<file path="config.mk">
export PLATFORM = sky130hd
export DESIGN_NAME = lfs_angle_cell
export DESIGN_NICKNAME = d
export VERILOG_FILES = /design/src/design/line_follow_steering_defines.svh /design/src/design/lfs_pkg.sv /design/src/design/lfs_angle_cell.sv
export SDC_FILE = /design/constraint.sdc
export NUM_CORES = 1
export LEC_CHECK = 0
export BUFFER_PORTS_ARGS = -buffer_cell sky130_fd_sc_hd__buf_2
export CAP_MARGIN = 10
export CORE_MARGIN = 3
export CORE_UTILIZATION = 37
export CTS_CLUSTER_SIZE = 24
export DETAILED_ROUTE_END_ITERATION = 12
export PLACE_DENSITY = 0.51
export SLEW_MARGIN = 15
export SYNTH_ARGS = -nofsm -noshare
export SYNTH_HDL_FRONTEND = slang
export SYNTH_SLANG_ARGS = --single-unit
export TNS_END_PERCENT = 20
</file>
<file path="constraint.sdc">
create_clock -name clk -period 1.07 [get_ports clk]
set_clock_uncertainty 0.15 [all_clocks]
set_input_delay 0.107 -clock clk [delete_from_list [all_inputs] [get_ports clk]]
set_output_delay 0.107 -clock clk [all_outputs]
set_load 0.05 [all_outputs]
</file>
<file path="src/design/line_follow_steering_defines.svh">
// ----------------------------------------------------------------------------
// Line follow steering: assertion macros
// Shared property forms used by the top level checks.
// ----------------------------------------------------------------------------
`ifndef LINE_FOLLOW_STEERING_DEFINES_SVH
`define LINE_FOLLOW_STEERING_DEFINES_SVH

// Same-cycle implication, clocked on clk, off during reset
`define LFS_ASSERT_IMP(label, ante, cons, msg) \
	label: assert property (@(posedge clk) disable iff (!arst_n) (ante) |-> (cons)) \
		else $error(msg);

// Implication after a fixed number of cycles
`define LFS_ASSERT_DLY(label, ante, dly, cons, msg) \
	label: assert property (@(posedge clk) disable iff (!arst_n) (ante) |-> ##dly (cons)) \
		else $error(msg);

`endif

</file>
<file path="src/design/lfs_pkg.sv">
// ----------------------------------------------------------------------------
// lfs_pkg
// Types, constants and the sine/cosine tables of the line follow steering block.
// ----------------------------------------------------------------------------
package lfs_pkg;

	// Field widths
	localparam int unsigned SAMPLE_W = 8;
	localparam int unsigned POWER_W  = 7;
	localparam int unsigned CFG_W    = 8;
	localparam int unsigned CFG_IDX_W = 3;

	// Angle search: 7 binary steps cover 0..127, angles above 89 never pass
	localparam int unsigned ANGLE_STEPS = 7;
	localparam int unsigned ANG_W       = ANGLE_STEPS;
	localparam int unsigned ANGLE_MAX   = 89;
	localparam int unsigned ANGLE_VERT  = 90;
	localparam int unsigned TAB_DEPTH   = 1 << ANG_W;
	localparam int unsigned TRIG_W      = 31;

	// Power limit and pipeline stage count (front 2, cells, mix 4, output 1)
	localparam int unsigned POWER_MAX    = 100;
	localparam int unsigned PIPE_LATENCY = 2 + ANGLE_STEPS + 5;

	// Reciprocal constants for divide by ten and by a hundred
	localparam int unsigned RECIP10      = 6554;
	localparam int unsigned RECIP10_SH   = 16;
	localparam int unsigned RECIP100     = 5243;
	localparam int unsigned RECIP100_SH  = 19;

	typedef enum logic [1:0] {
		MODE_STRAIGHT = 2'd0,
		MODE_SPIN     = 2'd1,
		MODE_STEER    = 2'd2
	} drive_mode_t;

	typedef enum logic [CFG_IDX_W-1:0] {
		CFG_WHITE_LEFT  = 3'd0,
		CFG_WHITE_RIGHT = 3'd1,
		CFG_BLACK_LEFT  = 3'd2,
		CFG_BLACK_RIGHT = 3'd3,
		CFG_NEAR_LIMIT  = 3'd4,
		CFG_OFF_LIMIT   = 3'd5,
		CFG_FWD_SPEED   = 3'd6,
		CFG_STEER_GAIN  = 3'd7
	} cfg_reg_t;

	typedef struct packed {
		logic [SAMPLE_W-1:0] left_sample;
		logic [SAMPLE_W-1:0] right_sample;
	} in_item_t;

	typedef struct packed {
		logic [POWER_W-1:0] left_power;
		logic [POWER_W-1:0] right_power;
		drive_mode_t        drive_mode;
	} out_item_t;

	typedef struct packed {
		logic [7:0]         white_left;
		logic [7:0]         white_right;
		logic [7:0]         black_left;
		logic [7:0]         black_right;
		logic [7:0]         near_black_limit;
		logic [7:0]         off_line_limit;
		logic [POWER_W-1:0] forward_speed;
		logic [7:0]         steer_gain_tenths;
	} cfg_t;

	// Item travelling down the angle cells
	typedef struct packed {
		logic [SAMPLE_W-1:0] dl;
		logic [SAMPLE_W-1:0] dr;
		logic [ANG_W-1:0]    acc;
		drive_mode_t         mode;
	} cell_data_t;

	typedef logic [TAB_DEPTH-1:0][TRIG_W-1:0] trig_tab_t;

	// Long division of non-negative values; only used while the tables are built
	function automatic longint lfs_udiv(input longint num, input longint den);
		longint q, rem;
		int b;
		q   = 0;
		rem = 0;
		for (b = 62; b >= 0; b--) begin
			rem = (rem <<< 1) | ((num >>> b) & longint'(1));
			if (rem >= den) begin
				rem = rem - den;
				q   = q | (longint'(1) <<< b);
			end
		end
		return q;
	endfunction

	// Q30 sine or cosine of k*157/9000 rad, truncated Taylor series, k = 1..89
	function automatic trig_tab_t lfs_build_tab(input bit want_cos);
		trig_tab_t tab;
		longint x, x2, ts, tc, ss, cc;
		int k, n;
		tab = '0;
		for (k = 1; k <= ANGLE_MAX; k++) begin
			x  = lfs_udiv((longint'(k) * 157 <<< 30) + 4500, longint'(9000));
			x2 = (x * x) >>> 30;
			ts = x;
			tc = longint'(1) <<< 30;
			ss = 0;
			cc = 0;
			for (n = 0; n < 16; n++) begin
				if ((n & 1) != 0) begin
					ss = ss - ts;
					cc = cc - tc;
				end else begin
					ss = ss + ts;
					cc = cc + tc;
				end
				ts = lfs_udiv((ts * x2) >>> 30, longint'((2 * n + 2) * (2 * n + 3)));
				tc = lfs_udiv((tc * x2) >>> 30, longint'((2 * n + 1) * (2 * n + 2)));
			end
			tab[k] = want_cos ? cc[TRIG_W-1:0] : ss[TRIG_W-1:0];
		end
		return tab;
	endfunction

	localparam trig_tab_t SIN_TAB = lfs_build_tab(1'b0);
	localparam trig_tab_t COS_TAB = lfs_build_tab(1'b1);

endpackage

</file>
<file path="src/design/lfs_angle_cell.sv">
// ----------------------------------------------------------------------------
// lfs_angle_cell
// One step of the angle search: tries one bit of the angle with a tangent
// compare dl*cos >= dr*sin and passes the item on to the next cell.
// ----------------------------------------------------------------------------
module lfs_angle_cell #(
	parameter int unsigned STEP_BIT = lfs_pkg::ANGLE_STEPS - 1
) (
	input  logic                clk,
	input  logic                arst_n,
	input  logic                in_valid,
	input  lfs_pkg::cell_data_t in_data,
	output logic                out_valid,
	output lfs_pkg::cell_data_t out_data
);
	import lfs_pkg::*;

	localparam int unsigned PROD_W = SAMPLE_W + TRIG_W;
	localparam logic [ANG_W-1:0] STEP_MASK = ANG_W'(1) << STEP_BIT;

	logic [ANG_W-1:0]  cand;
	logic [TRIG_W-1:0] sin_v, cos_v;
	logic [PROD_W-1:0] lhs, rhs;
	logic              pass;
	logic              valid_s1;
	cell_data_t        data_s1;

	// Candidate angle with this bit set
	assign cand  = in_data.acc | STEP_MASK;
	assign sin_v = SIN_TAB[cand];
	assign cos_v = COS_TAB[cand];
	assign lhs   = PROD_W'(in_data.dl) * PROD_W'(cos_v);
	assign rhs   = PROD_W'(in_data.dr) * PROD_W'(sin_v);
	assign pass  = (cand <= ANG_W'(ANGLE_MAX)) && (lhs >= rhs);

	always_ff @(posedge clk or negedge arst_n) begin
		if (!arst_n) begin
			valid_s1 <= 1'b0;
		end else begin
			valid_s1 <= in_valid;
		end
	end

	always_ff @(posedge clk) begin
		data_s1.dl   <= in_data.dl;
		data_s1.dr   <= in_data.dr;
		data_s1.acc  <= pass ? cand : in_data.acc;
		data_s1.mode <= in_data.mode;
	end

	assign out_valid = valid_s1;
	assign out_data  = data_s1;

endmodule

</file>
==> flow_summary.json <==
{
  "cpMaxStageDelayCell": "fa_1",
  "p_int_mw": 20.10,
  "die_h_um": 227.4,
  "timing.hold.ws_ps": -1.204,
  "yosysUniqueCellTypes": 75,
  "pwr-share-comb": 0.939,
  "post-route-period-util": 6.542,
  "vdd_drop_max_mv": 1.036,
  "drt-pass1-iter-count": 6,
  "slew_viol_final": 0,
  "ys_warn_count": 0,
  "area_growth_pct": 43.94,
  "drive_gt1_frac": 0.3444,
  "rows": 80,
  "power_leakage_nw": 13.17,
  "start_kind": "input pin",
  "drc": 0,
  "seqPwrFrac": 0.027,
  "grt_max_degree": 52,
  "worstSetupPathType": "in2reg",
  "hpwl_um": 56360,
  "cts_max_level": 1,
  "cts_tree": "built",
  "powerDensity_mw_per_mm2": 1558,
  "async_reset_ff_frac": 0.03846,
  "fin_ws_ps": -5930,
  "avgSynthCellArea_um2": 8.287,
  "max_stage_delay_ps": 510,
  "cts_inserted_buffers": 3,
  "worstPathRequired_ps": 1150,
  "cp_max_fo": 6,
  "netlist_area_mm2": 0.01814,
  "max_clock_freq_ghz": 0.1429,
  "synth-seq-cells": 26,
  "num_antenna_cells": 0,
  "port_buffers": 53,
  "ys_seq_area_frac": 0.02897,
  "num_vias": 18317,
  "violations": "negative hold slack, negative setup slack",
  "grt_overflow": 0,
  "grt_pass1_wl_um": 106500,
  "post-route-min-period_ps": 7000,
  "drt_wl_total_um": 66870,
  "syn_inst": 2189,
  "wire_per_inst_um": 19.46,
  "die-area_mm2": 0.05172,
  "core_mm2": 0.04805,
  "drt_iter0_drc": 1090,
  "status": "complete, but fails checks",
  "synth_flop_cell": "dfxtp_1",
  "dp_slack_ps": -6655,
  "start_util": 0.3776,
  "maxCapViolCount": 0,
  "hp-class": "in2reg",
  "setup_viol": 27,
  "drtAntennaViolNets": 0,
  "p_switching_mw": 20.58,
  "syn_nets": 2724,
  "clockPowerShare": 0.034,
  "die_width_um": 227.4,
  "cts_sinks": 26,
  "cts.path.max_buffers": 2,
  "grt_pass1_vias": 19521,
  "switching_share": 0.5059,
  "grtUsageTotal": 0.2646,
  "relSlewSlack": 0.5812,
  "arrival_ps": 7080,
  "io_pins": 54,
  "cts-root-buf": "clkbuf_16",
  "cp-end-kind": "flop",
  "synth_edf_count": 0,
  "path_common_cell": "buf_4",
  "clk_pin_slew_ps": 130,
  "post_drt_via_cell_ratio": 5.329,
  "antenna_found_initial": 1,
  "gp_congestion": 0.9978,
  "hold_violations": 1,
  "worst_pin_slew_ps": 628.3,
  "num-nets-final": 3358,
  "rsz0062_at_grt": "yes"
}
## cell families (layout without fill, tap and decap cells)
family,Yosys count,count (layout),share of synthesized area
simple gates,783,783,0.2193
flops,26,26,0.02897
buf+inv,404,1037,0.08394
compound gates,399,399,0.1472
fa+ha+maj,507,507,0.4862
mux,8,8,0.004483
xor+xnor,62,62,0.02993
## registers in the layout (all words and copies together), names as in the netlist
register and cells:
out_data 25, out_valid 1
## power by group through the flow
stage                     combinational (mW)  clock, mW  sequential, mW
final                                   38.2       1.38            1.08
after global routing                    42.4       1.44            1.08
after CTS                               36.6       1.43            1.07
after detailed placement                34.8          0            1.07
after global placement                  34.2          0            1.07
after floorplan                         20.3          0            1.27
## what timing repair did
| action | in CTS | in global routing |
|---|---|---|
| setup buffers | 24 | 19 |
| pin swaps | 69 | 78 |
| endpoints found under the setup margin | 27 | 27 |
| hold endpoints to repair | 15 | 0 |
| resized for setup | 213 | 118 |
| hold buffers | 16 | 0 |
## area by class of cell
class                      count  area, um2
timing repair buffer         735       5952
sequential                    26      558.0
multi-input combinational   1759      17610
fill                        4500      21930
tap                          615      769.5
clock buffer                   4      88.84
inverter                     298       1139
## through the flow
step           std cells    util  setup TNS (ps)  cell area (um2)  total power, mW
2_1_floorplan       2189       -           -5368            18700            21.59
3_3_place_gp        3376  0.5014           -6607            24090            35.29
3_5_place_dp        3376  0.5014           -6655            24090            35.84
4_1_cts             3418  0.5279           -6511            25360            39.12
5_1_grt             3437  0.5435           -7115            26110            44.93
6_report            3437  0.5435           -6442            26110            40.69
## cell usage after synthesis, drive strengths merged, types with 4 or more instances
library cell  count  area (um2)
fa              330        6606
inv             295        1107
and2            216        1351
nand2           199       747.0
ha              177        2215
nor2            126       473.0
a21oi           125       629.4
clkbuf           86       322.8
nor3             86       430.4
a21o             63       473.0
o21ai            62       314.1
nor4             51       319.1
xnor2            35       306.5
xor2             27       236.5
dfxtp            25       500.5
a211oi           22       185.2
buf              20       81.32
nand3            20       100.1
nand4            19       118.9
a31oi            18       118.9
a311oi           16       146.4
nand2b           16       100.1
o21bai           16       123.9
nor2b            14       87.58
and3             13       81.33
o22ai             8       50.05
o31ai             8       65.06
mux2i             7       70.07
o211ai            7       52.55
a221oi            6       52.55
or3               6       37.54
a2111oi           5       63.81
a21boi            5       37.54
o311ai            5       43.79
a22oi             4       35.03
and4              4       35.03
o21a              4       30.03
or2               4       25.03
## path summary, 6_finish.rpt
path	slack (ps)	endpoint	start	cells after the start
worst max-delay path	-5930	out_data[8]	in_data[2]	38
worst min-delay path	-1	out_data[6]	in_data[6]	2
max in group asynchronous	210	out_valid	arst_n	3
min in group asynchronous	450	out_valid	arst_n	3
## cells in the final DEF, fill, tap and decap left out, drive strengths merged, types with 6 or more instances in the layout
cell type	count
a211oi	22
a21o	63
a21oi	125
a221oi	6
a311oi	16
a31oi	18
and2	216
and3	13
buf	718
dfxtp	25
dlygate4sd3	16
fa	330
ha	177
inv	293
mux2i	7
nand2	199
nand2b	16
nand3	20
nand4	19
nor2	126
nor2b	14
nor3	86
nor4	51
o211ai	7
o21ai	62
o21bai	16
o22ai	8
o31ai	8
or3	6
xnor2	35
xor2	27
## metal layers
layer / GRT usage / vias up / wire, um
li1: - / 8519 / -
met1: 0.3658 / 9234 / 29770
met2: 0.4451 / 473 / 31810
met3: 0.02656 / 91 / 3291
met4: 0.07146 / 0 / 1992
met5: 0 / - / 0
## worst max-delay path: cells and delay by family
| family | cells | cell delay, ps |
|---|---|---|
| fa+ha+maj | 7 | 2590 |
| compound gates | 14 | 2260 |
| buf+inv | 13 | 1660 |
| simple gates | 3 | 280 |
| xor+xnor | 1 | 180 |
(Power assumes the default switching activity.)
