`src/design/line_follow_steering_defines.svh`:
```
// ----------------------------------------------------------------------------
// Line follow steering: assertion macros
// Shared property forms used by the top level checks.
// ----------------------------------------------------------------------------
`ifndef LINE_FOLLOW_STEERING_DEFINES_SVH
`define LINE_FOLLOW_STEERING_DEFINES_SVH

// Same-cycle implication, clocked on clk, off during reset
`define LFS_ASSERT_IMP(label, ante, cons, msg) \
	label: assert property (@(posedge clk) disable iff (!arst_n) (ante) |-> (cons)) \
		else $error(msg);

// Implication after a fixed number of cycles
`define LFS_ASSERT_DLY(label, ante, dly, cons, msg) \
	label: assert property (@(posedge clk) disable iff (!arst_n) (ante) |-> ##dly (cons)) \
		else $error(msg);

`endif

```
`src/design/lfs_pkg.sv`:
```
// ----------------------------------------------------------------------------
// lfs_pkg
// Types, constants and the sine/cosine tables of the line follow steering block.
// ----------------------------------------------------------------------------
package lfs_pkg;

	// Field widths
	localparam int unsigned SAMPLE_W = 8;
	localparam int unsigned POWER_W  = 7;
	localparam int unsigned CFG_W    = 8;
	localparam int unsigned CFG_IDX_W = 3;

	// Angle search: 7 binary steps cover 0..127, angles above 89 never pass
	localparam int unsigned ANGLE_STEPS = 7;
	localparam int unsigned ANG_W       = ANGLE_STEPS;
	localparam int unsigned ANGLE_MAX   = 89;
	localparam int unsigned ANGLE_VERT  = 90;
	localparam int unsigned TAB_DEPTH   = 1 << ANG_W;
	localparam int unsigned TRIG_W      = 31;

	// Power limit and pipeline stage count (front 2, cells, mix 4, output 1)
	localparam int unsigned POWER_MAX    = 100;
	localparam int unsigned PIPE_LATENCY = 2 + ANGLE_STEPS + 5;

	// Reciprocal constants for divide by ten and by a hundred
	localparam int unsigned RECIP10      = 6554;
	localparam int unsigned RECIP10_SH   = 16;
	localparam int unsigned RECIP100     = 5243;
	localparam int unsigned RECIP100_SH  = 19;

	typedef enum logic [1:0] {
		MODE_STRAIGHT = 2'd0,
		MODE_SPIN     = 2'd1,
		MODE_STEER    = 2'd2
	} drive_mode_t;

	typedef enum logic [CFG_IDX_W-1:0] {
		CFG_WHITE_LEFT  = 3'd0,
		CFG_WHITE_RIGHT = 3'd1,
		CFG_BLACK_LEFT  = 3'd2,
		CFG_BLACK_RIGHT = 3'd3,
		CFG_NEAR_LIMIT  = 3'd4,
		CFG_OFF_LIMIT   = 3'd5,
		CFG_FWD_SPEED   = 3'd6,
		CFG_STEER_GAIN  = 3'd7
	} cfg_reg_t;

	typedef struct packed {
		logic [SAMPLE_W-1:0] left_sample;
		logic [SAMPLE_W-1:0] right_sample;
	} in_item_t;

	typedef struct packed {
		logic [POWER_W-1:0] left_power;
		logic [POWER_W-1:0] right_power;
		drive_mode_t        drive_mode;
	} out_item_t;

	typedef struct packed {
		logic [7:0]         white_left;
		logic [7:0]         white_right;
		logic [7:0]         black_left;
		logic [7:0]         black_right;
		logic [7:0]         near_black_limit;
		logic [7:0]         off_line_limit;
		logic [POWER_W-1:0] forward_speed;
		logic [7:0]         steer_gain_tenths;
	} cfg_t;

	// Item travelling down the angle cells
	typedef struct packed {
		logic [SAMPLE_W-1:0] dl;
		logic [SAMPLE_W-1:0] dr;
		logic [ANG_W-1:0]    acc;
		drive_mode_t         mode;
	} cell_data_t;

	typedef logic [TAB_DEPTH-1:0][TRIG_W-1:0] trig_tab_t;

	// Long division of non-negative values; only used while the tables are built
	function automatic longint lfs_udiv(input longint num, input longint den);
		longint q, rem;
		int b;
		q   = 0;
		rem = 0;
		for (b = 62; b >= 0; b--) begin
			rem = (rem <<< 1) | ((num >>> b) & longint'(1));
			if (rem >= den) begin
				rem = rem - den;
				q   = q | (longint'(1) <<< b);
			end
		end
		return q;
	endfunction

	// Q30 sine or cosine of k*157/9000 rad, truncated Taylor series, k = 1..89
	function automatic trig_tab_t lfs_build_tab(input bit want_cos);
		trig_tab_t tab;
		longint x, x2, ts, tc, ss, cc;
		int k, n;
		tab = '0;
		for (k = 1; k <= ANGLE_MAX; k++) begin
			x  = lfs_udiv((longint'(k) * 157 <<< 30) + 4500, longint'(9000));
			x2 = (x * x) >>> 30;
			ts = x;
			tc = longint'(1) <<< 30;
			ss = 0;
			cc = 0;
			for (n = 0; n < 16; n++) begin
				if ((n & 1) != 0) begin
					ss = ss - ts;
					cc = cc - tc;
				end else begin
					ss = ss + ts;
					cc = cc + tc;
				end
				ts = lfs_udiv((ts * x2) >>> 30, longint'((2 * n + 2) * (2 * n + 3)));
				tc = lfs_udiv((tc * x2) >>> 30, longint'((2 * n + 1) * (2 * n + 2)));
			end
			tab[k] = want_cos ? cc[TRIG_W-1:0] : ss[TRIG_W-1:0];
		end
		return tab;
	endfunction

	localparam trig_tab_t SIN_TAB = lfs_build_tab(1'b0);
	localparam trig_tab_t COS_TAB = lfs_build_tab(1'b1);

endpackage

```
`src/design/lfs_front.sv`:
```
// ----------------------------------------------------------------------------
// lfs_front
// Clamps the samples to white, forms the squared distance to black and picks
// the drive mode; hands the differences to the angle cells.
// ----------------------------------------------------------------------------
module lfs_front (
	input  logic               clk,
	input  logic               arst_n,
	input  logic               start,
	input  lfs_pkg::in_item_t  item_in,
	input  lfs_pkg::cfg_t      cfg,
	output logic               out_valid,
	output lfs_pkg::cell_data_t out_data
);
	import lfs_pkg::*;

	logic [SAMPLE_W-1:0] l_clamp, r_clamp;
	logic signed [8:0]   dist_a, dist_b;
	logic signed [17:0]  sq_a_full, sq_b_full;
	logic [15:0]         sq_a_s1, sq_b_s1;
	logic [SAMPLE_W-1:0] dl_s1, dr_s1;
	logic                valid_s1, valid_s2;
	logic [16:0]         d2;
	logic [15:0]         near_sq, off_sq;
	drive_mode_t         mode;
	cell_data_t          data_s2;

	// Raise each sample to its white level
	assign l_clamp = (item_in.left_sample < cfg.white_left) ? cfg.white_left
		: item_in.left_sample;
	assign r_clamp = (item_in.right_sample < cfg.white_right) ? cfg.white_right
		: item_in.right_sample;

	assign dist_a    = $signed({1'b0, cfg.black_left}) - $signed({1'b0, l_clamp});
	assign dist_b    = $signed({1'b0, cfg.black_right}) - $signed({1'b0, r_clamp});
	assign sq_a_full = dist_a * dist_a;
	assign sq_b_full = dist_b * dist_b;

	// Stage 1: squares and white differences
	always_ff @(posedge clk or negedge arst_n) begin
		if (!arst_n) begin
			valid_s1 <= 1'b0;
		end else begin
			valid_s1 <= start;
		end
	end

	always_ff @(posedge clk) begin
		sq_a_s1 <= sq_a_full[15:0];
		sq_b_s1 <= sq_b_full[15:0];
		dl_s1   <= l_clamp - cfg.white_left;
		dr_s1   <= r_clamp - cfg.white_right;
	end

	// Distance against the squared limits
	assign d2      = {1'b0, sq_a_s1} + {1'b0, sq_b_s1};
	assign near_sq = 16'(cfg.near_black_limit) * 16'(cfg.near_black_limit);
	assign off_sq  = 16'(cfg.off_line_limit) * 16'(cfg.off_line_limit);

	always_comb begin
		if (d2 < {1'b0, near_sq}) begin
			mode = MODE_STRAIGHT;
		end else if (d2 > {1'b0, off_sq}) begin
			mode = MODE_SPIN;
		end else begin
			mode = MODE_STEER;
		end
	end

	// Stage 2: mode decided, search accumulator cleared
	always_ff @(posedge clk or negedge arst_n) begin
		if (!arst_n) begin
			valid_s2 <= 1'b0;
		end else begin
			valid_s2 <= valid_s1;
		end
	end

	always_ff @(posedge clk) begin
		data_s2.dl   <= dl_s1;
		data_s2.dr   <= dr_s1;
		data_s2.acc  <= '0;
		data_s2.mode <= mode;
	end

	assign out_valid = valid_s2;
	assign out_data  = data_s2;

endmodule

```
`config.mk`:
```
export PLATFORM = sky130hd
export DESIGN_NAME = lfs_front
export DESIGN_NICKNAME = d
export VERILOG_FILES = /design/src/design/line_follow_steering_defines.svh /design/src/design/lfs_pkg.sv /design/src/design/lfs_front.sv
export SDC_FILE = /design/constraint.sdc
export NUM_CORES = 1
export LEC_CHECK = 0
export ABC_AREA = 1
export BUFFER_PORTS_ARGS = -buffer_cell sky130_fd_sc_hd__buf_2
export CAP_MARGIN = 20
export CORE_MARGIN = 2
export CORE_UTILIZATION = 35
export CTS_CLUSTER_SIZE = 12
export DETAILED_ROUTE_END_ITERATION = 7
export PLACE_DENSITY = 0.61
export SETUP_SLACK_MARGIN = 0.15
export SYNTH_ARGS = -nofsm -noshare
export SYNTH_HDL_FRONTEND = slang
export SYNTH_SLANG_ARGS = --single-unit
```
`constraint.sdc`:
```
create_clock -name clk -period 5.51 [get_ports clk]
set_input_delay 0.2755 -clock clk [delete_from_list [all_inputs] [get_ports clk]]
set_output_delay 0.2755 -clock clk [all_outputs]
set_load 0.05 [all_outputs]
```
==> results of run 1 <==
Yosys cell counts, types with 2 or more instances:
master                      count
sky130_fd_sc_hd__a211oi_1       4
sky130_fd_sc_hd__a21boi_0       2
sky130_fd_sc_hd__a21o_1        12
sky130_fd_sc_hd__a21oi_1       89
sky130_fd_sc_hd__a21oi_2        2
sky130_fd_sc_hd__a31oi_1        4
sky130_fd_sc_hd__buf_2          3
sky130_fd_sc_hd__buf_4          7
sky130_fd_sc_hd__clkbuf_1      18
sky130_fd_sc_hd__clkinv_1       3
sky130_fd_sc_hd__conb_1         2
sky130_fd_sc_hd__dfrtp_1        2
sky130_fd_sc_hd__dfxtp_1       64
sky130_fd_sc_hd__fa_1         151
sky130_fd_sc_hd__ha_1         222
sky130_fd_sc_hd__inv_1        418
sky130_fd_sc_hd__nand2_1      319
sky130_fd_sc_hd__nand2_2        4
sky130_fd_sc_hd__nand3_1       42
sky130_fd_sc_hd__nand3b_1      10
sky130_fd_sc_hd__nand4_1        9
sky130_fd_sc_hd__nor2_1       103
sky130_fd_sc_hd__nor2_2         5
sky130_fd_sc_hd__nor2_4         2
sky130_fd_sc_hd__nor3_1        16
sky130_fd_sc_hd__nor4_1         2
sky130_fd_sc_hd__o2111ai_1      7
sky130_fd_sc_hd__o211ai_1       3
sky130_fd_sc_hd__o21a_1         2
sky130_fd_sc_hd__o21ai_0       38
sky130_fd_sc_hd__o21ai_1        7
sky130_fd_sc_hd__o21ai_2        2
sky130_fd_sc_hd__o21bai_1       3
sky130_fd_sc_hd__o22ai_1        2
sky130_fd_sc_hd__or2_2          5
sky130_fd_sc_hd__xnor2_1       25
sky130_fd_sc_hd__xor2_1        62
per-stage QoR:
step	std cells	cell area (um2)	hold WS [ns]	util, %	setup TNS, ns
after floorplan	1692	13500	-0.0201	-	-10.01
after global placement	2436	16000	0.0604	43.9	-17.12
after detailed placement	2436	16000	0.0608	43.9	-19.59
after CTS	2474	17000	0.0307	46.6	-7.59
after global routing	2494	17500	0.0362	48.1	-14.63
final	2494	17500	0.0423	48.1	-9.14
metal layers:
layer	track usage, %	wire length [um]	vias to the layer above
met2	29.9	15400	170
met4	2.47	306	4
met5	0	14	-
met3	3.32	1410	29
met1	19.9	13400	5290
li1	-	-	5831
sequential cells by signal (all words and copies together), names as in the netlist:
name and cells:
dl_s1 8, dr_s1 8, out_valid 1, out_data 18
sq_b_s1 15, sq_a_s1 15, valid_s1 1
cells by family (layout without fill, tap and decap cells):
logic type      count (synthesis)  after routing  share of synthesized area (%)
compound gates                180            180                           8.05
xor+xnor                       88             88                           6.13
fa+ha+maj                     373            373                           45.1
buf+inv                       451            784                           13.4
flops                          66             66                           10.3
mux                             1              1                         0.0875
other cells                     2             12                         0.0583
simple gates                  522            522                           16.9
layout make-up:
cell class	count	area, um2	area share, %
Antenna cell	1	2.50	0.0143
Clock buffer	10	239	1.36
Clock inverter	6	72.6	0.414
Inverter	423	1640	9.37
Multi-Input combinational cell	1175	11100	63.2
Sequential cell	66	1330	7.60
Tap cell	468	586	3.34
Timing Repair Buffer	345	2580	14.7
worst min-delay path by stage:
stage,from,to,slack (ns),depth (start not counted)
after floorplan,arst_n,out_valid,-0.02,0
final,start,valid_s1,0.04,1
after global placement,arst_n,valid_s1,0.06,1
after detailed placement,arst_n,out_valid,0.06,1
after CTS,start,valid_s1,0.03,1
after global routing,start,valid_s1,0.04,1
timing repair:
item,in CTS,in global routing
endpoints found under the hold margin,2,0
hold buffers,1,0
setup endpoints to repair,20,20
cloned,1,0
buffers inserted,20,19
gates resized for setup,115,114
pin swaps,86,77
==> impl_summary.txt, run 1 <==
----------------------------------------------------
[Routing]
  Detail Route Antenna Nets ... 0
  Detailed-routing iteration count for the pre-antenna-repair pass ... 5
  DRC violation count after routing ... 0
  Post-detailed-route wirelength per cell ... ~12 um
  Drt initial violations ... ~340
  Vias per inst ... 4.54
  Count of vias placed by the detailed router ... 11300
  Detailed Route WL ... 30500 um

[Worst setup path]
  Most numerous cell on the critical path ... sky130_fd_sc_hd__nand2_1
  Arrival time of the worst setup path ... approximately 6.5 ns
  Start-to-end type of the worst setup path ... in2reg
  Crit path depth ... 44
  Critical path startpoint category ... input port
  Critical Path Max Stage Delay ... around 0.56 ns
  Reg2Reg Depth ... 18
  Worst Setup EP ... sq_a_s1[15]
  Bufs and invs on worst path ... 11
  Reg2reg start ... sq_a_s1[3]
  Worst EP required ... between 5 and 6 ns
  Cell with the biggest individual delay on the critical path ... sky130_fd_sc_hd__fa_1
  Kind of end point of the critical path ... register
  Slack of the worst reg-to-reg path ... between 2 and 2.5 ns
  Largest driver fanout on the critical path ... 7
  Reg-to-reg critical path endpoint ... out_data[1]
  Largest delay share family, worst path ... adder cells
  Crit path from ... cfg[56]

[Synthesis]
  Post-synth EDFFs ... 0
  Netlist cell types ... 49
  Part of the Yosys area used for sequential elements ... between 10 and 15%
  Per-instance average area after synthesis ... 7.65 um2
  Total of warnings raised by yosys ... 0
  Area share of the largest cell type after synthesis ... a little under a quarter
  Post-synth ARST share ... just over 3%
  Dominant cell type by area after synthesis ... sky130_fd_sc_hd__fa_1
  Prevailing post-synth register cell ... sky130_fd_sc_hd__dfxtp_1
  Gate count after technology mapping ... roughly 1700
  Synthesized area ... roughly 13000 um2
  Register bit total from synthesis ... 66
  Top post-synthesis cells by area ... sky130_fd_sc_hd__fa_1, sky130_fd_sc_hd__ha_1, sky130_fd_sc_hd__inv_1

[Clock network]
  Insertion delay of the later-clocked pin in the worst-skew pair ... between 0.3 and 0.4 ns
  Clock transition at the registers of the reported paths ... 0.06 ns
  Number of CTS-inserted buffers ... 9
  Sink count of the clock tree ... 66
  Max H-tree Level ... 3
  Clock tree from TritonCTS ... done
  Clock root cell ... sky130_fd_sc_hd__clkbuf_16
  Maximum buffer depth of the clock tree ... 2

[Place]
  Setup Slack @ Placement ... -1.38 ns
  Buffers added on ports ... 85
  Post-DP HPWL ... between 20000 and 30000 um
  Final Wtd Congestion ... approximately 0.86

[Die]
  I/O Pins ... around 110
  Cell row count ... 70
  Area of the core ... around 36000 um2
  Overall die width ... 196 um
  Starting density of the core ... 35.3%
  Vertical extent of the die ... ~200 um
  Die Area ... between 30000 and 40000 um2

[Timing]
  Setup repair after global routing missed its margin ... true
  Endpoints failing setup ... 18
  Final WS setup ... -0.726 ns
  Number of slew-limit violations in the final report ... 0
  Fmax ... 0.160 GHz
  Tcrit/Tclk final ... 113%
  Minimum clock period after layout ... between 6 and 7 ns
  Final hold viol count ... 0
  Max Clock Skew ... 0.00475 ns

[Global route]
  Vias in the first global route ... between 10000 and 15000
  Antenna violations before repair ... 3
  Total routing usage reported by global routing ... approximately 16%
  Congestion Overflow GR ... 0
  Global-route wire length before repair ... between 50000 and 60000 um
  Maximum number of pins on one net before global-route repair ... 14

[Cells and area]
  Most common cell after layout, fill and taps aside ... sky130_fd_sc_hd__inv_1
  Number of fill cells in the layout ... 3524
  Ratio of cells with drive above 1 in the final layout ... 30.2%
  Most used cells in the layout excluding fill and tap cells ... sky130_fd_sc_hd__inv_1, sky130_fd_sc_hd__nand2_1, sky130_fd_sc_hd__buf_4
  Area growth from synthesis to final layout ... 36.2%
  Fin nets ... 2475

[Min path]
  Worst min-delay path category ... in2reg

[Status]
  Result of the run ... finished, violations left
  Violated checks ... negative setup slack

[Run]
  Number of violations of the max-capacitance limit ... 0

----------------------------------------------------
Power of run 1 is not shown: default switching activity piles up to over one toggle a cycle in this logic, so the estimate is an artifact.
==> run 2: changes to the inputs <==
- SETUP_SLACK_MARGIN: 0.15 -> 0.3
==> run 2 against run 1 <==
- the flow still finishes with violations (negative setup slack)
- global-route usage is the same
- clock skew down 0.00057 ns
- cell count unchanged
- register-to-register slack worse by 0.02 ns
- hold slack about the same
- sequential cell count unchanged
==> impl_summary.txt, run 2 (synthesized netlist as in run 1, its figures left out) <==
----------------------------------------------------
[Global route]
  Vias in the first global route ... 11900 (unchanged)
  Total routing usage reported by global routing ... 16.3% (unchanged)
  Global-route wire length before repair ... 52400 um (unchanged)
  Antenna violations before repair ... 3 (unchanged)
  Congestion Overflow GR ... 0 (unchanged)
  Maximum number of pins on one net before global-route repair ... 14 (unchanged)

[Clock network]
  Clock tree from TritonCTS ... done
  Number of CTS-inserted buffers ... 9 (unchanged)
  Insertion delay of the later-clocked pin in the worst-skew pair ... 0.34 ns (about the same)
  Max H-tree Level ... 3 (unchanged)
  Clock root cell ... sky130_fd_sc_hd__clkbuf_16
  Sink count of the clock tree ... 66 (unchanged)
  Maximum buffer depth of the clock tree ... 2 (unchanged)
  Clock transition at the registers of the reported paths ... 0.06 ns (about the same)

[Routing]
  DRC violation count after routing ... 0 (unchanged)
  Post-detailed-route wirelength per cell ... 12.2 um (-0.11%)
  Detailed Route WL ... 30500 um (-0.11%)
  Vias per inst ... 4.54 (about the same)
  Count of vias placed by the detailed router ... 11300 (+0.035%)
  Detailed-routing iteration count for the pre-antenna-repair pass ... 5 (unchanged)
  Detail Route Antenna Nets ... 0 (unchanged)
  Drt initial violations ... 329 (-4.1%)

[Cells and area]
  Fin nets ... 2475 (unchanged)
  Most common cell after layout, fill and taps aside ... sky130_fd_sc_hd__inv_1
  Utilization after layout ... 48.2% (+0.062 points)
  Ratio of cells with drive above 1 in the final layout ... 30.3% (+0.049 points)
  Most used cells in the layout excluding fill and tap cells ... sky130_fd_sc_hd__inv_1, sky130_fd_sc_hd__nand2_1, sky130_fd_sc_hd__buf_4
  Area growth from synthesis to final layout ... 36.3%
  Final instance count without filler cells ... 2494 (unchanged)
  Max reg flops ... 18 (unchanged)

[Die]
  Cell row count ... 70 (unchanged)
  Vertical extent of the die ... 196 um (unchanged)
  Die Area ... 38300 um2 (unchanged)
  Area of the core ... 36400 um2 (unchanged)
  I/O Pins ... 108 (unchanged)
  Starting density of the core ... 35.3% (unchanged)
  Overall die width ... 196 um (unchanged)

[Timing]
  Setup repair after global routing missed its margin ... true
  Fmax ... 0.160 GHz (about the same)
  Tcrit/Tclk final ... 113% (about the same)
  Number of slew-limit violations in the final report ... 0 (unchanged)
  Final WS setup ... -0.721 ns (+0.00458 ns)
  Minimum clock period after layout ... 6.23 ns (-0.00458 ns)
  Max Clock Skew ... 0.00418 ns (-0.000566 ns)
  Final hold viol count ... 0 (unchanged)
  Endpoints failing setup ... 17 (-1)

[Status]
  Violated checks ... negative setup slack
  Result of the run ... finished, violations left

[Worst setup path]
  Slack of the worst reg-to-reg path ... 2.47 ns (-0.02 ns)
  Cell with the biggest individual delay on the critical path ... sky130_fd_sc_hd__fa_1
  Kind of end point of the critical path ... register
  Most numerous cell on the critical path ... sky130_fd_sc_hd__nand2_1
  Arrival time of the worst setup path ... 6.46 ns (about the same)
  Critical path startpoint category ... input port
  Largest driver fanout on the critical path ... 7 (unchanged)
  Worst EP required ... 5.74 ns (about the same)
  Critical Path Max Stage Delay ... 0.53 ns (-0.03 ns)
  Start-to-end type of the worst setup path ... in2reg

[Place]
  Final Wtd Congestion ... 0.857 (unchanged)
  Placed insts ... 2436 (unchanged)
  Buffers added on ports ... 85 (unchanged)
  Setup Slack @ Placement ... -1.38 ns (unchanged)
  Post-DP HPWL ... 25500 um (unchanged)

[Min path]
  Worst min-delay path category ... in2reg

[Run]
  Number of violations of the max-capacitance limit ... 0 (unchanged)

----------------------------------------------------
[run 2: per-layer routing]
metal | vias up | wire [um] | part of all wire (%) | GRT usage [%]
li1 | 5830 | - | - | -
met1 | 5295 | 13400 | 44 | 19.9
met2 | 166 | 15400 | 50 | 29.9
met3 | 33 | 1430 | 4.7 | 3.32
met4 | 4 | 321 | 1.1 | 2.47
met5 | - | 14 | 0.046 | 0
[run 2: repair_timing]
action | in CTS | in global routing
hold endpoints to repair | 2 | 0
endpoints found under the setup margin | 21 | 21
pin swaps | 86 | 77
buffers inserted | 20 | 19
hold buffers | 1 | 0
resized for setup | 115 | 116
gates cloned | 1 | 0
[run 2: worst paths after layout]
kind,end,depth (start not counted),from
worst min-delay path,valid_s1,1,start
worst max register to register,out_data[1],18,sq_a_s1[3]
max in group asynchronous,valid_s1,2,arst_n
min in group asynchronous,out_valid,2,arst_n
worst max-delay path,sq_b_s1[15],39,cfg[50]
worst min register to register,out_data[14],0,dr_s1[5]
[run 2: critical path, delay by kind of cell]
kind / cells / cell delay [ns]
adder cells (fa/ha/maj): 9 / 3.55
AND/OR/NAND/NOR: 15 / 1.10
AO/OA/AOI/OAI: 7 / 0.87
buffers and inverters: 8 / 0.66
[run 2: stage by stage]
step	setup TNS, ns	instance area (um2)	hold WS (ns)
final	-9.00	17600	0.0420
after global routing	-14.44	17600	0.0362
after CTS	-7.59	17000	0.0307
after detailed placement	-19.59	16000	0.0608
after global placement	-17.12	16000	0.0604
after floorplan	-10.01	13500	-0.0201
[run 2: final cells by class]
class                           instances  area [um2]
Clock buffer                           10         239
Multi-Input combinational cell       1175       11100
Tap cell                              468         586
Antenna cell                            1        2.50
Sequential cell                        66        1330
Clock inverter                          6        72.6
Inverter                              423        1640
Timing Repair Buffer                  345        2580
Fill cell                            3521       18900
Power of run 2 is left out for the same reason.
