### src/design/line_follow_steering_defines.svh
// ----------------------------------------------------------------------------
// Line follow steering: assertion macros
// Shared property forms used by the top level checks.
// ----------------------------------------------------------------------------
`ifndef LINE_FOLLOW_STEERING_DEFINES_SVH
`define LINE_FOLLOW_STEERING_DEFINES_SVH

// Same-cycle implication, clocked on clk, off during reset
`define LFS_ASSERT_IMP(label, ante, cons, msg) \
	label: assert property (@(posedge clk) disable iff (!arst_n) (ante) |-> (cons)) \
		else $error(msg);

// Implication after a fixed number of cycles
`define LFS_ASSERT_DLY(label, ante, dly, cons, msg) \
	label: assert property (@(posedge clk) disable iff (!arst_n) (ante) |-> ##dly (cons)) \
		else $error(msg);

`endif

### src/design/lfs_pkg.sv
// ----------------------------------------------------------------------------
// lfs_pkg
// Types, constants and the sine/cosine tables of the line follow steering block.
// ----------------------------------------------------------------------------
package lfs_pkg;

	// Field widths
	localparam int unsigned SAMPLE_W = 8;
	localparam int unsigned POWER_W  = 7;
	localparam int unsigned CFG_W    = 8;
	localparam int unsigned CFG_IDX_W = 3;

	// Angle search: 7 binary steps cover 0..127, angles above 89 never pass
	localparam int unsigned ANGLE_STEPS = 7;
	localparam int unsigned ANG_W       = ANGLE_STEPS;
	localparam int unsigned ANGLE_MAX   = 89;
	localparam int unsigned ANGLE_VERT  = 90;
	localparam int unsigned TAB_DEPTH   = 1 << ANG_W;
	localparam int unsigned TRIG_W      = 31;

	// Power limit and pipeline stage count (front 2, cells, mix 4, output 1)
	localparam int unsigned POWER_MAX    = 100;
	localparam int unsigned PIPE_LATENCY = 2 + ANGLE_STEPS + 5;

	// Reciprocal constants for divide by ten and by a hundred
	localparam int unsigned RECIP10      = 6554;
	localparam int unsigned RECIP10_SH   = 16;
	localparam int unsigned RECIP100     = 5243;
	localparam int unsigned RECIP100_SH  = 19;

	typedef enum logic [1:0] {
		MODE_STRAIGHT = 2'd0,
		MODE_SPIN     = 2'd1,
		MODE_STEER    = 2'd2
	} drive_mode_t;

	typedef enum logic [CFG_IDX_W-1:0] {
		CFG_WHITE_LEFT  = 3'd0,
		CFG_WHITE_RIGHT = 3'd1,
		CFG_BLACK_LEFT  = 3'd2,
		CFG_BLACK_RIGHT = 3'd3,
		CFG_NEAR_LIMIT  = 3'd4,
		CFG_OFF_LIMIT   = 3'd5,
		CFG_FWD_SPEED   = 3'd6,
		CFG_STEER_GAIN  = 3'd7
	} cfg_reg_t;

	typedef struct packed {
		logic [SAMPLE_W-1:0] left_sample;
		logic [SAMPLE_W-1:0] right_sample;
	} in_item_t;

	typedef struct packed {
		logic [POWER_W-1:0] left_power;
		logic [POWER_W-1:0] right_power;
		drive_mode_t        drive_mode;
	} out_item_t;

	typedef struct packed {
		logic [7:0]         white_left;
		logic [7:0]         white_right;
		logic [7:0]         black_left;
		logic [7:0]         black_right;
		logic [7:0]         near_black_limit;
		logic [7:0]         off_line_limit;
		logic [POWER_W-1:0] forward_speed;
		logic [7:0]         steer_gain_tenths;
	} cfg_t;

	// Item travelling down the angle cells
	typedef struct packed {
		logic [SAMPLE_W-1:0] dl;
		logic [SAMPLE_W-1:0] dr;
		logic [ANG_W-1:0]    acc;
		drive_mode_t         mode;
	} cell_data_t;

	typedef logic [TAB_DEPTH-1:0][TRIG_W-1:0] trig_tab_t;

	// Long division of non-negative values; only used while the tables are built
	function automatic longint lfs_udiv(input longint num, input longint den);
		longint q, rem;
		int b;
		q   = 0;
		rem = 0;
		for (b = 62; b >= 0; b--) begin
			rem = (rem <<< 1) | ((num >>> b) & longint'(1));
			if (rem >= den) begin
				rem = rem - den;
				q   = q | (longint'(1) <<< b);
			end
		end
		return q;
	endfunction

	// Q30 sine or cosine of k*157/9000 rad, truncated Taylor series, k = 1..89
	function automatic trig_tab_t lfs_build_tab(input bit want_cos);
		trig_tab_t tab;
		longint x, x2, ts, tc, ss, cc;
		int k, n;
		tab = '0;
		for (k = 1; k <= ANGLE_MAX; k++) begin
			x  = lfs_udiv((longint'(k) * 157 <<< 30) + 4500, longint'(9000));
			x2 = (x * x) >>> 30;
			ts = x;
			tc = longint'(1) <<< 30;
			ss = 0;
			cc = 0;
			for (n = 0; n < 16; n++) begin
				if ((n & 1) != 0) begin
					ss = ss - ts;
					cc = cc - tc;
				end else begin
					ss = ss + ts;
					cc = cc + tc;
				end
				ts = lfs_udiv((ts * x2) >>> 30, longint'((2 * n + 2) * (2 * n + 3)));
				tc = lfs_udiv((tc * x2) >>> 30, longint'((2 * n + 1) * (2 * n + 2)));
			end
			tab[k] = want_cos ? cc[TRIG_W-1:0] : ss[TRIG_W-1:0];
		end
		return tab;
	endfunction

	localparam trig_tab_t SIN_TAB = lfs_build_tab(1'b0);
	localparam trig_tab_t COS_TAB = lfs_build_tab(1'b1);

endpackage

### src/design/lfs_mix.sv
// ----------------------------------------------------------------------------
// lfs_mix
// Turns the angle into a steering error, scales it by the gain and mixes it
// into the two motor powers in steer mode; registers the result and its strobe.
// ----------------------------------------------------------------------------
module lfs_mix (
	input  logic                clk,
	input  logic                arst_n,
	input  logic                in_valid,
	input  lfs_pkg::cell_data_t in_data,
	input  lfs_pkg::cfg_t       cfg,
	output logic                done,
	output lfs_pkg::out_item_t  result
);
	import lfs_pkg::*;

	logic [ANG_W-1:0]   angle;
	logic signed [7:0]  diff;
	logic signed [8:0]  gain_s;
	logic signed [15:0] prod;
	logic [13:0]        prod_mag;
	logic [10:0]        err_mag;
	logic [POWER_W-1:0] err_clamp;
	logic [26:0]        m_full;
	logic [POWER_W-1:0] fwd_sat;
	logic signed [8:0]  fs_plus, fs_minus;
	logic [POWER_W-1:0] sat_plus, sat_minus;
	out_item_t          res_next;

	logic signed [15:0] prod_s1;
	logic [26:0]        scaled_s2;
	logic [13:0]        mprod_s3;
	logic [POWER_W-1:0] m_s4;
	logic               neg_s2, neg_s3, neg_s4;
	drive_mode_t        mode_s1, mode_s2, mode_s3, mode_s4;
	logic               valid_s1, valid_s2, valid_s3, valid_s4;
	logic               done_q;
	out_item_t          result_q;

	// Clamp a signed mix to the power range
	function automatic logic [POWER_W-1:0] sat_power(input logic signed [8:0] v);
		logic [POWER_W-1:0] r;
		if (v < 0) begin
			r = '0;
		end else if (v > 9'sd100) begin
			r = POWER_W'(POWER_MAX);
		end else begin
			r = v[POWER_W-1:0];
		end
		return r;
	endfunction

	// Stage 1: error before scaling, (45 - angle) * gain
	assign angle  = (in_data.dr == '0) ? ANG_W'(ANGLE_VERT) : in_data.acc;
	assign diff   = 8'sd45 - $signed({1'b0, angle});
	assign gain_s = $signed({1'b0, cfg.steer_gain_tenths});
	assign prod   = 16'(diff) * 16'(gain_s);

	// Stage 2: magnitude times reciprocal of ten
	assign prod_mag = prod_s1[15] ? 14'(-prod_s1) : prod_s1[13:0];

	// Stage 3: truncated error, clamped to 100, times forward speed
	assign err_mag   = scaled_s2[RECIP10_SH +: 11];
	assign err_clamp = (err_mag > 11'(POWER_MAX)) ? POWER_W'(POWER_MAX) : err_mag[POWER_W-1:0];

	// Stage 4: divide by a hundred through the reciprocal
	assign m_full = 27'(mprod_s3) * 27'(RECIP100);

	always_ff @(posedge clk or negedge arst_n) begin
		if (!arst_n) begin
			valid_s1 <= 1'b0;
			valid_s2 <= 1'b0;
			valid_s3 <= 1'b0;
			valid_s4 <= 1'b0;
			done_q   <= 1'b0;
		end else begin
			valid_s1 <= in_valid;
			valid_s2 <= valid_s1;
			valid_s3 <= valid_s2;
			valid_s4 <= valid_s3;
			done_q   <= valid_s4;
		end
	end

	always_ff @(posedge clk) begin
		prod_s1   <= prod;
		mode_s1   <= in_data.mode;
		scaled_s2 <= 27'(prod_mag) * 27'(RECIP10);
		neg_s2    <= prod_s1[15];
		mode_s2   <= mode_s1;
		mprod_s3  <= 14'(err_clamp) * 14'(cfg.forward_speed);
		neg_s3    <= neg_s2;
		mode_s3   <= mode_s2;
		m_s4      <= m_full[RECIP100_SH +: POWER_W];
		neg_s4    <= neg_s3;
		mode_s4   <= mode_s3;
		result_q  <= res_next;
	end

	// Output mix
	assign fwd_sat   = (cfg.forward_speed > POWER_W'(POWER_MAX)) ? POWER_W'(POWER_MAX)
		: cfg.forward_speed;
	assign fs_plus   = $signed({2'b0, cfg.forward_speed}) + $signed({2'b0, m_s4});
	assign fs_minus  = $signed({2'b0, cfg.forward_speed}) - $signed({2'b0, m_s4});
	assign sat_plus  = sat_power(fs_plus);
	assign sat_minus = sat_power(fs_minus);

	always_comb begin
		res_next.drive_mode = mode_s4;
		case (mode_s4)
			MODE_STRAIGHT: begin
				res_next.left_power  = fwd_sat;
				res_next.right_power = fwd_sat;
			end
			MODE_SPIN: begin
				res_next.left_power  = '0;
				res_next.right_power = fwd_sat;
			end
			default: begin
				// negative error steers the other way
				res_next.left_power  = neg_s4 ? sat_minus : sat_plus;
				res_next.right_power = neg_s4 ? sat_plus : sat_minus;
			end
		endcase
	end

	assign done   = done_q;
	assign result = result_q;

endmodule

### config.mk
export PLATFORM = sky130hd
export DESIGN_NAME = lfs_mix
export DESIGN_NICKNAME = d
export VERILOG_FILES = /design/src/design/line_follow_steering_defines.svh /design/src/design/lfs_pkg.sv /design/src/design/lfs_mix.sv
export SDC_FILE = /design/constraint.sdc
export NUM_CORES = 1
export LEC_CHECK = 0
export ABC_AREA = 0
export BUFFER_PORTS_ARGS = -buffer_cell sky130_fd_sc_hd__buf_2
export CAP_MARGIN = 15
export CORE_AREA = 2 2 157 159
export CTS_CLUSTER_DIAMETER = 150
export DETAILED_ROUTE_END_ITERATION = 16
export DIE_AREA = 0 0 159 161
export PLACE_DENSITY = 0.82
export SLEW_MARGIN = 15
export SYNTH_ARGS = -nofsm -noshare
export SYNTH_HDL_FRONTEND = slang
export SYNTH_SLANG_ARGS = --single-unit
### constraint.sdc
create_clock -name clk -period 8.6 [get_ports clk]
set_input_delay 1.72 -clock clk [delete_from_list [all_inputs] [get_ports clk]]
set_output_delay 1.72 -clock clk [all_outputs]
set_load 0.03 [all_outputs]
==> results of run 1 <==
[area by class of cell]
| type | instances | area (sq um) |
|---|---|---|
| Fill cell | 2007 | 10120 |
| Sequential cell | 79 | 1607 |
| Inverter | 332 | 1246 |
| Clock inverter | 6 | 92.59 |
| Tap cell | 324 | 405.4 |
| Clock buffer | 10 | 229.0 |
| Multi-Input combinational cell | 946 | 9983 |
| Timing Repair Buffer | 54 | 277.8 |
[metrics by stage]
step | std cells | util | cell area, sq um | setup slack [ns] | hold slack (ns)
after floorplan | 1376 | - | 12910 | 1.131 | 0.3096
after global placement | 1735 | 0.5642 | 13520 | 0.7587 | 0.3102
after detailed placement | 1735 | 0.5642 | 13520 | 0.6579 | 0.3121
after CTS | 1751 | 0.5776 | 13840 | 0.9503 | 0.3186
after global routing | 1751 | 0.5776 | 13840 | 0.5215 | 0.3179
final | 1751 | 0.5776 | 13840 | 0.9012 | 0.3177
[per-layer routing]
| metal | vias up | global-route usage |
|---|---|---|
| met5 | - | 0 |
| met4 | 0 | 0.05579 |
| met3 | 31 | 0.02979 |
| met2 | 195 | 0.3757 |
| met1 | 4540 | 0.2623 |
| li1 | 4498 | - |
[cells by family after synthesis]
group,Yosys count,share of synthesized area
AO/OA/AOI/OAI,158,0.08152
XOR/XNOR,60,0.04071
adder cells (fa/ha/maj),448,0.5348
buffers and inverters,351,0.1022
flip-flops,79,0.1245
multiplexers,4,0.003295
AND/OR/NAND/NOR,276,0.1130
[synthesized netlist by cell type (10+ instances only)]
master / n / area (sq um)
sky130_fd_sc_hd__a21o_1: 18 / 135.1
sky130_fd_sc_hd__a21oi_1: 37 / 185.2
sky130_fd_sc_hd__and2_1: 38 / 237.7
sky130_fd_sc_hd__and3_1: 24 / 150.1
sky130_fd_sc_hd__clkbuf_1: 17 / 63.81
sky130_fd_sc_hd__dfxtp_1: 74 / 1481
sky130_fd_sc_hd__fa_1: 173 / 3463
sky130_fd_sc_hd__ha_1: 275 / 3441
sky130_fd_sc_hd__inv_1: 330 / 1239
sky130_fd_sc_hd__nand2_1: 54 / 202.7
sky130_fd_sc_hd__nand2b_1: 10 / 62.56
sky130_fd_sc_hd__nor2_1: 53 / 198.9
sky130_fd_sc_hd__nor2b_1: 37 / 231.5
sky130_fd_sc_hd__nor3_1: 15 / 75.07
sky130_fd_sc_hd__o21a_1: 10 / 75.07
sky130_fd_sc_hd__o21ai_0: 22 / 110.1
sky130_fd_sc_hd__o21ai_1: 11 / 55.05
sky130_fd_sc_hd__o31ai_1: 10 / 75.07
sky130_fd_sc_hd__xnor2_1: 50 / 437.9
sky130_fd_sc_hd__xor2_1: 10 / 87.58
[critical path: stages]
cell and delay, ns:
sky130_fd_sc_hd__buf_2 0.09, sky130_fd_sc_hd__or4_1 0.56, sky130_fd_sc_hd__nor2_1 0.36, sky130_fd_sc_hd__or2_1 0.37
sky130_fd_sc_hd__ha_1 0.25, sky130_fd_sc_hd__xnor2_1 0.41, sky130_fd_sc_hd__nor2b_1 0.15, sky130_fd_sc_hd__fa_1 0.46
sky130_fd_sc_hd__fa_1 0.54, sky130_fd_sc_hd__inv_1 0.05, sky130_fd_sc_hd__fa_1 0.46, sky130_fd_sc_hd__fa_1 0.56
sky130_fd_sc_hd__inv_1 0.05, sky130_fd_sc_hd__ha_1 0.32, sky130_fd_sc_hd__a21oi_1 0.24, sky130_fd_sc_hd__nand2b_1 0.15
sky130_fd_sc_hd__a21boi_1 0.09, sky130_fd_sc_hd__o311a_1 0.33, sky130_fd_sc_hd__a311oi_1 0.46, sky130_fd_sc_hd__a21oi_1 0.14
sky130_fd_sc_hd__xnor2_1 0.15
[how the worst max path moves through the flow]
| stage | depth (start not counted) | to | slack [ns] | from |
|---|---|---|---|---|
| 5_1_grt | 21 | prod_s1[15]$_DFF_P_ | 0.52 | in_data[10] |
| 3_3_place_gp | 21 | prod_s1[15]$_DFF_P_ | 0.76 | in_data[10] |
| 4_1_cts | 21 | prod_s1[15]$_DFF_P_ | 0.95 | in_data[10] |
| 6_report | 21 | prod_s1[15]$_DFF_P_ | 0.90 | in_data[10] |
| 3_5_place_dp | 21 | prod_s1[15]$_DFF_P_ | 0.66 | in_data[10] |
| 2_1_floorplan | 22 | prod_s1[15]$_DFF_P_ | 1.13 | in_data[10] |
[sequential cells by signal (all words and copies together) (netlist names)]
signal / flops
scaled_s2: 11
valid_s3: 1
mprod_s3: 14
done: 1
m_s4: 7
neg_s4: 1
prod_s1: 15
neg_s2: 1
mode_s2: 2
mode_s1: 2
mode_s4: 2
mode_s3: 2
result: 16
neg_s3: 1
valid_s4: 1
valid_s2: 1
valid_s1: 1
==> metrics.log, run 1 <==
INFO  metric outcome = finished, final reports clean
INFO  metric cp-start-kind = input pin
INFO  metric clk_pin_slew_worst_paths = approximately 0.070 ns
INFO  metric first_pass_iters = 4
INFO  metric route.detailed.vias_per_inst = about 5.3
INFO  metric cts_tree = yes
INFO  metric std_cell_rows = 57
INFO  metric detailedPlacementHpwl = around 22000 um
INFO  metric clock_skew = roughly 0.015 ns
INFO  metric pin_count = 108
INFO  metric cp.required = 8.83 ns
INFO  metric die_area = 25600 sq um
INFO  metric floorplan.core_area = between 20000 and 25000 sq um
INFO  metric layout.nets = 1961
INFO  metric crit_type = in2reg
INFO  metric initial_utilization = 0.5387
INFO  metric critical_path.reg2reg.startpoint = prod_s1[0]$_DFF_P_
INFO  metric synth-edff-count = 0
INFO  metric wirelength = roughly 25000 um
INFO  metric final_cell_mix = sky130_fd_sc_hd__inv_1 (330), sky130_fd_sc_hd__ha_1 (275), sky130_fd_sc_hd__fa_1 (173)
INFO  metric vias = around 9300
INFO  metric length_of_routed_met3_wiring = ~1100 um
INFO  metric yosys_warnings = 0
INFO  metric timing.reg2reg.worst_path_depth = 25
INFO  metric antenna_left = 0
INFO  metric yosysUniqueCellTypes = 61
INFO  metric floorplan.die.height = ~160 um
INFO  metric critPathCaptureType = flop
INFO  metric yosysSeqAreaShare = 0.1245
INFO  metric final.min_clock_period = 7.699 ns
INFO  metric worst_case_headroom_to_the_max_slew_limit = 0.4101
INFO  metric layout_commonest_cell = sky130_fd_sc_hd__inv_1
INFO  metric clk_latency = about 0.35 ns
INFO  metric post_drt_wl_per_cell = roughly 15 um
INFO  metric h_tree_depth = 3
INFO  metric ctsHoldBuffers = 0
INFO  metric number_of_post_cts_setup_repair_buffers = 0
INFO  metric syn_area_per_cell = roughly 9.4 sq um
INFO  metric grt_pass1_vias = 9713
INFO  metric met1_length = between 10000 and 15000 um
INFO  metric slew_violations = 0
INFO  metric wl_met2 = 13050 um
INFO  metric grt_max_degree = 25
INFO  metric fp.dieW = 159 um
INFO  metric tritoncts.num_buffers = 9
INFO  metric ctsResizeCount = 0
INFO  metric r2r_slack = ~1.8 ns
INFO  metric global_route_wire_length_before_repair = between 40000 and 50000 um
INFO  metric layout-area-overhead-vs-synth = 7.221%
INFO  metric highest_layer = met4
INFO  metric diodes = 0
INFO  metric drive_gt1_frac = 0.05536
INFO  metric synth.cell_area = ~13000 sq um
INFO  metric initial_antenna_violation_count = 0
INFO  metric tightestPinTransition = between 0.8 and 0.9 ns
INFO  metric io_buffers = 51
INFO  metric hold_path_end = neg_s3$_DFF_P_
INFO  metric finalSetupViolCount = 0
INFO  metric rsz_0062_raised_after_global_routing = no
INFO  metric yosys_register_bits = 79
INFO  metric worst_ep_arrival_time = 7.93 ns
INFO  metric drc_errors = 0
INFO  metric ys_async_sr_fraction = 0.06329
INFO  metric post-route-period-util = 0.8952
INFO  metric mappedNetlistNets = 1915
INFO  metric clock.fmax = between 0.1 and 0.15 GHz
INFO  metric finalSetupTns = 0 ns
INFO  metric dominantRegCellSynth = sky130_fd_sc_hd__dfxtp_1
INFO  metric finalHoldViolCount = 0
INFO  metric cts_root_buffer = sky130_fd_sc_hd__clkbuf_16
INFO  metric globalRouteOverflowTotal = 0
INFO  metric clock_sink_count = 79
INFO  metric cts_buffer_depth = 2
INFO  metric detail_route.iter0.violations = between 600 and 700
INFO  metric holdPathStages = 0
INFO  metric drv_cap = 0
INFO  metric finalWeightedCongestion = just under 0.9
INFO  metric grtUsageTotal = 0.2082
INFO  metric hold_start = neg_s2$_DFF_P_
INFO  metric critical_path_peak_fanout = 9
INFO  metric hold_path.class = reg2reg
INFO  metric critical_path.reg2reg.endpoint = scaled_s2[26]$_DFF_P_
INFO  metric post_synth_inst_count = about 1400
Power of run 1 is left out: the tool's default activity adds up to more than one toggle a clock period on the data nets, which glitch-free logic cannot reach.
==> run 2, diff against run 1 <==
Settings changed: RECOVER_POWER from default to 50.
==> run 2 against run 1 <==
- register-to-register slack got worse by 0.02 ns
- non-clock buffer count did not move
- routed wire length rose by 0.48%
- critical endpoint unchanged
- highest routed layer unchanged
==> metrics.log, run 2 (synthesized netlist as in run 1, its figures left out) <==
INFO  metric cp.buffers_inverters = 3
INFO  metric cp_top_family = adder cells
INFO  metric finalHoldViolCount = 0
INFO  metric cell_by_cell_listing_of_the_critical_path = buf_2 -> or4_1 -> nor2_1 -> or2_1 -> ha_1 -> xnor2_1 -> nor2b_1 -> fa_1 -> fa_1 -> inv_1 -> fa_1 -> fa_1 -> inv_1 -> ha_1 -> a21oi_1 -> nand2b_1 -> a21boi_1 -> o311a_1 -> a311oi_1 -> a21oi_1 -> xnor2_1
INFO  metric std_cell_rows = 57
INFO  metric grt_max_degree = 25
INFO  metric wirelength = roughly 26000 um
INFO  metric cts_buffer_depth = 2
INFO  metric vias = roughly 9300
INFO  metric layout.nets = 1961
INFO  metric drv_cap = 0
INFO  metric cpPeakStageDelay = around 0.56 ns
INFO  metric r2r_slack = ~1.7 ns
INFO  metric worst_case_headroom_to_the_max_slew_limit = 0.3466
INFO  metric antenna_left = 0
INFO  metric drc_errors = 0
INFO  metric layout-area-overhead-vs-synth = 7.007%
INFO  metric floorplan.core_area = approximately 24000 sq um
INFO  metric rsz_0062_raised_after_global_routing = no
INFO  metric finalSetupViolCount = 0
INFO  metric final.min_clock_period = 7.683 ns
INFO  metric ctsHoldBuffers = 0
INFO  metric clock_skew = roughly 0.015 ns
INFO  metric slowest_stage = sky130_fd_sc_hd__or4_1
INFO  metric ctsResizeCount = 0
INFO  metric outcome = finished, final reports clean
INFO  metric grtUsageTotal = 0.2082
INFO  metric num-fill-cells = between 2000 and 2500
INFO  metric diodes = 0
INFO  metric critical_path_peak_fanout = 9
INFO  metric first_pass_iters = 5
INFO  metric tightestPinTransition = roughly 0.97 ns
INFO  metric cp-start-kind = input pin
INFO  metric hold_path.class = reg2reg
INFO  metric pin_count = ~110
INFO  metric worst_ep_arrival_time = 7.91 ns
INFO  metric final_cell_mix = sky130_fd_sc_hd__inv_1 (330), sky130_fd_sc_hd__ha_1 (275), sky130_fd_sc_hd__fa_1 (173)
INFO  metric globalRouteOverflowTotal = 0
INFO  metric die_area = between 20000 and 30000 sq um
INFO  metric tritoncts.num_buffers = 9
INFO  metric cts_tree = yes
INFO  metric clk_latency = 0.35 ns
INFO  metric crit_path_frequent_cell = sky130_fd_sc_hd__fa_1
INFO  metric post_drt_wl_per_cell = between 10 and 15 um
INFO  metric detail_route.iter0.violations = 570
INFO  metric cts_root_buffer = sky130_fd_sc_hd__clkbuf_16
INFO  metric critPathCaptureType = flop
INFO  metric cp.required = 8.83 ns
INFO  metric largest_reg_flops = 16
INFO  metric initial_antenna_violation_count = 0
INFO  metric slew_violations = 0
INFO  metric clk_pin_slew_worst_paths = roughly 0.06 ns
INFO  metric layout_commonest_cell = sky130_fd_sc_hd__inv_1
INFO  metric drive_gt1_frac = 0.04135
INFO  metric detailedPlacementHpwl = 21790 um
INFO  metric floorplan.die.height = 161 um
INFO  metric io_buffers = between 50 and 60
INFO  metric clock.fmax = around 0.13 GHz
INFO  metric finalSetupTns = 0 ns
INFO  metric global_route_wire_length_before_repair = between 40000 and 50000 um
INFO  metric number_of_post_cts_setup_repair_buffers = 0
INFO  metric clock_sink_count = between 70 and 80
INFO  metric grt_pass1_vias = between 9000 and 10000
INFO  metric crit_type = in2reg
INFO  metric h_tree_depth = 3
INFO  metric post-route-period-util = 0.8934
INFO  metric initial_utilization = 0.5387
INFO  metric finalWeightedCongestion = approximately 0.9
INFO  metric fp.dieW = 159 um
INFO  metric route.detailed.vias_per_inst = roughly 5.3
-- run 2: per-stage QoR --
stage / worst slack [ns] / hold WS, ns / cells / instance area, sq um / utilization
floorplan: 1.131 / 0.3096 / 1376 / 12910 / -
finish: 0.9168 / 0.3179 / 1751 / 13810 / 0.5764
detailed placement: 0.6579 / 0.3121 / 1735 / 13520 / 0.5642
global placement: 0.7587 / 0.3102 / 1735 / 13520 / 0.5642
global route: 0.5259 / 0.3179 / 1751 / 13810 / 0.5764
CTS: 0.9503 / 0.3186 / 1751 / 13840 / 0.5776
-- run 2: per-layer routing --
layer | part of all wire | wire length (um) | track usage
met5 | 0 | 0 | 0
met1 | 0.43 | 11040 | 0.2623
met2 | 0.51 | 13050 | 0.3757
met4 | 0.018 | 463 | 0.05579
met3 | 0.039 | 1008 | 0.02979
-- run 2: final cells by class --
| class | instances | area (sq um) | area share |
|---|---|---|---|
| clock buffer | 10 | 229.0 | 0.01658 |
| clock inverter | 6 | 92.59 | 0.006703 |
| inverter | 332 | 1246 | 0.09022 |
| multi-input combinational | 946 | 9983 | 0.7227 |
| sequential | 79 | 1607 | 0.1163 |
| tap | 324 | 405.4 | 0.02935 |
| timing repair buffer | 54 | 250.2 | 0.01812 |
-- run 2: path summary, 6_finish.rpt --
path,endpoint,startpoint,depth (start not counted)
worst max register to register,scaled_s2[26]$_DFF_P_,prod_s1[0]$_DFF_P_,25
worst min-delay path,mode_s4[1]$_DFF_P_,mode_s3[1]$_DFF_P_,0
max in group asynchronous,valid_s2$_DFF_PN0_,arst_n,1
min in group asynchronous,done$_DFF_PN0_,arst_n,1
worst min register to register,mode_s4[1]$_DFF_P_,mode_s3[1]$_DFF_P_,0
worst max-delay path,prod_s1[15]$_DFF_P_,in_data[10],21
Power of run 2 is left out for the same reason.
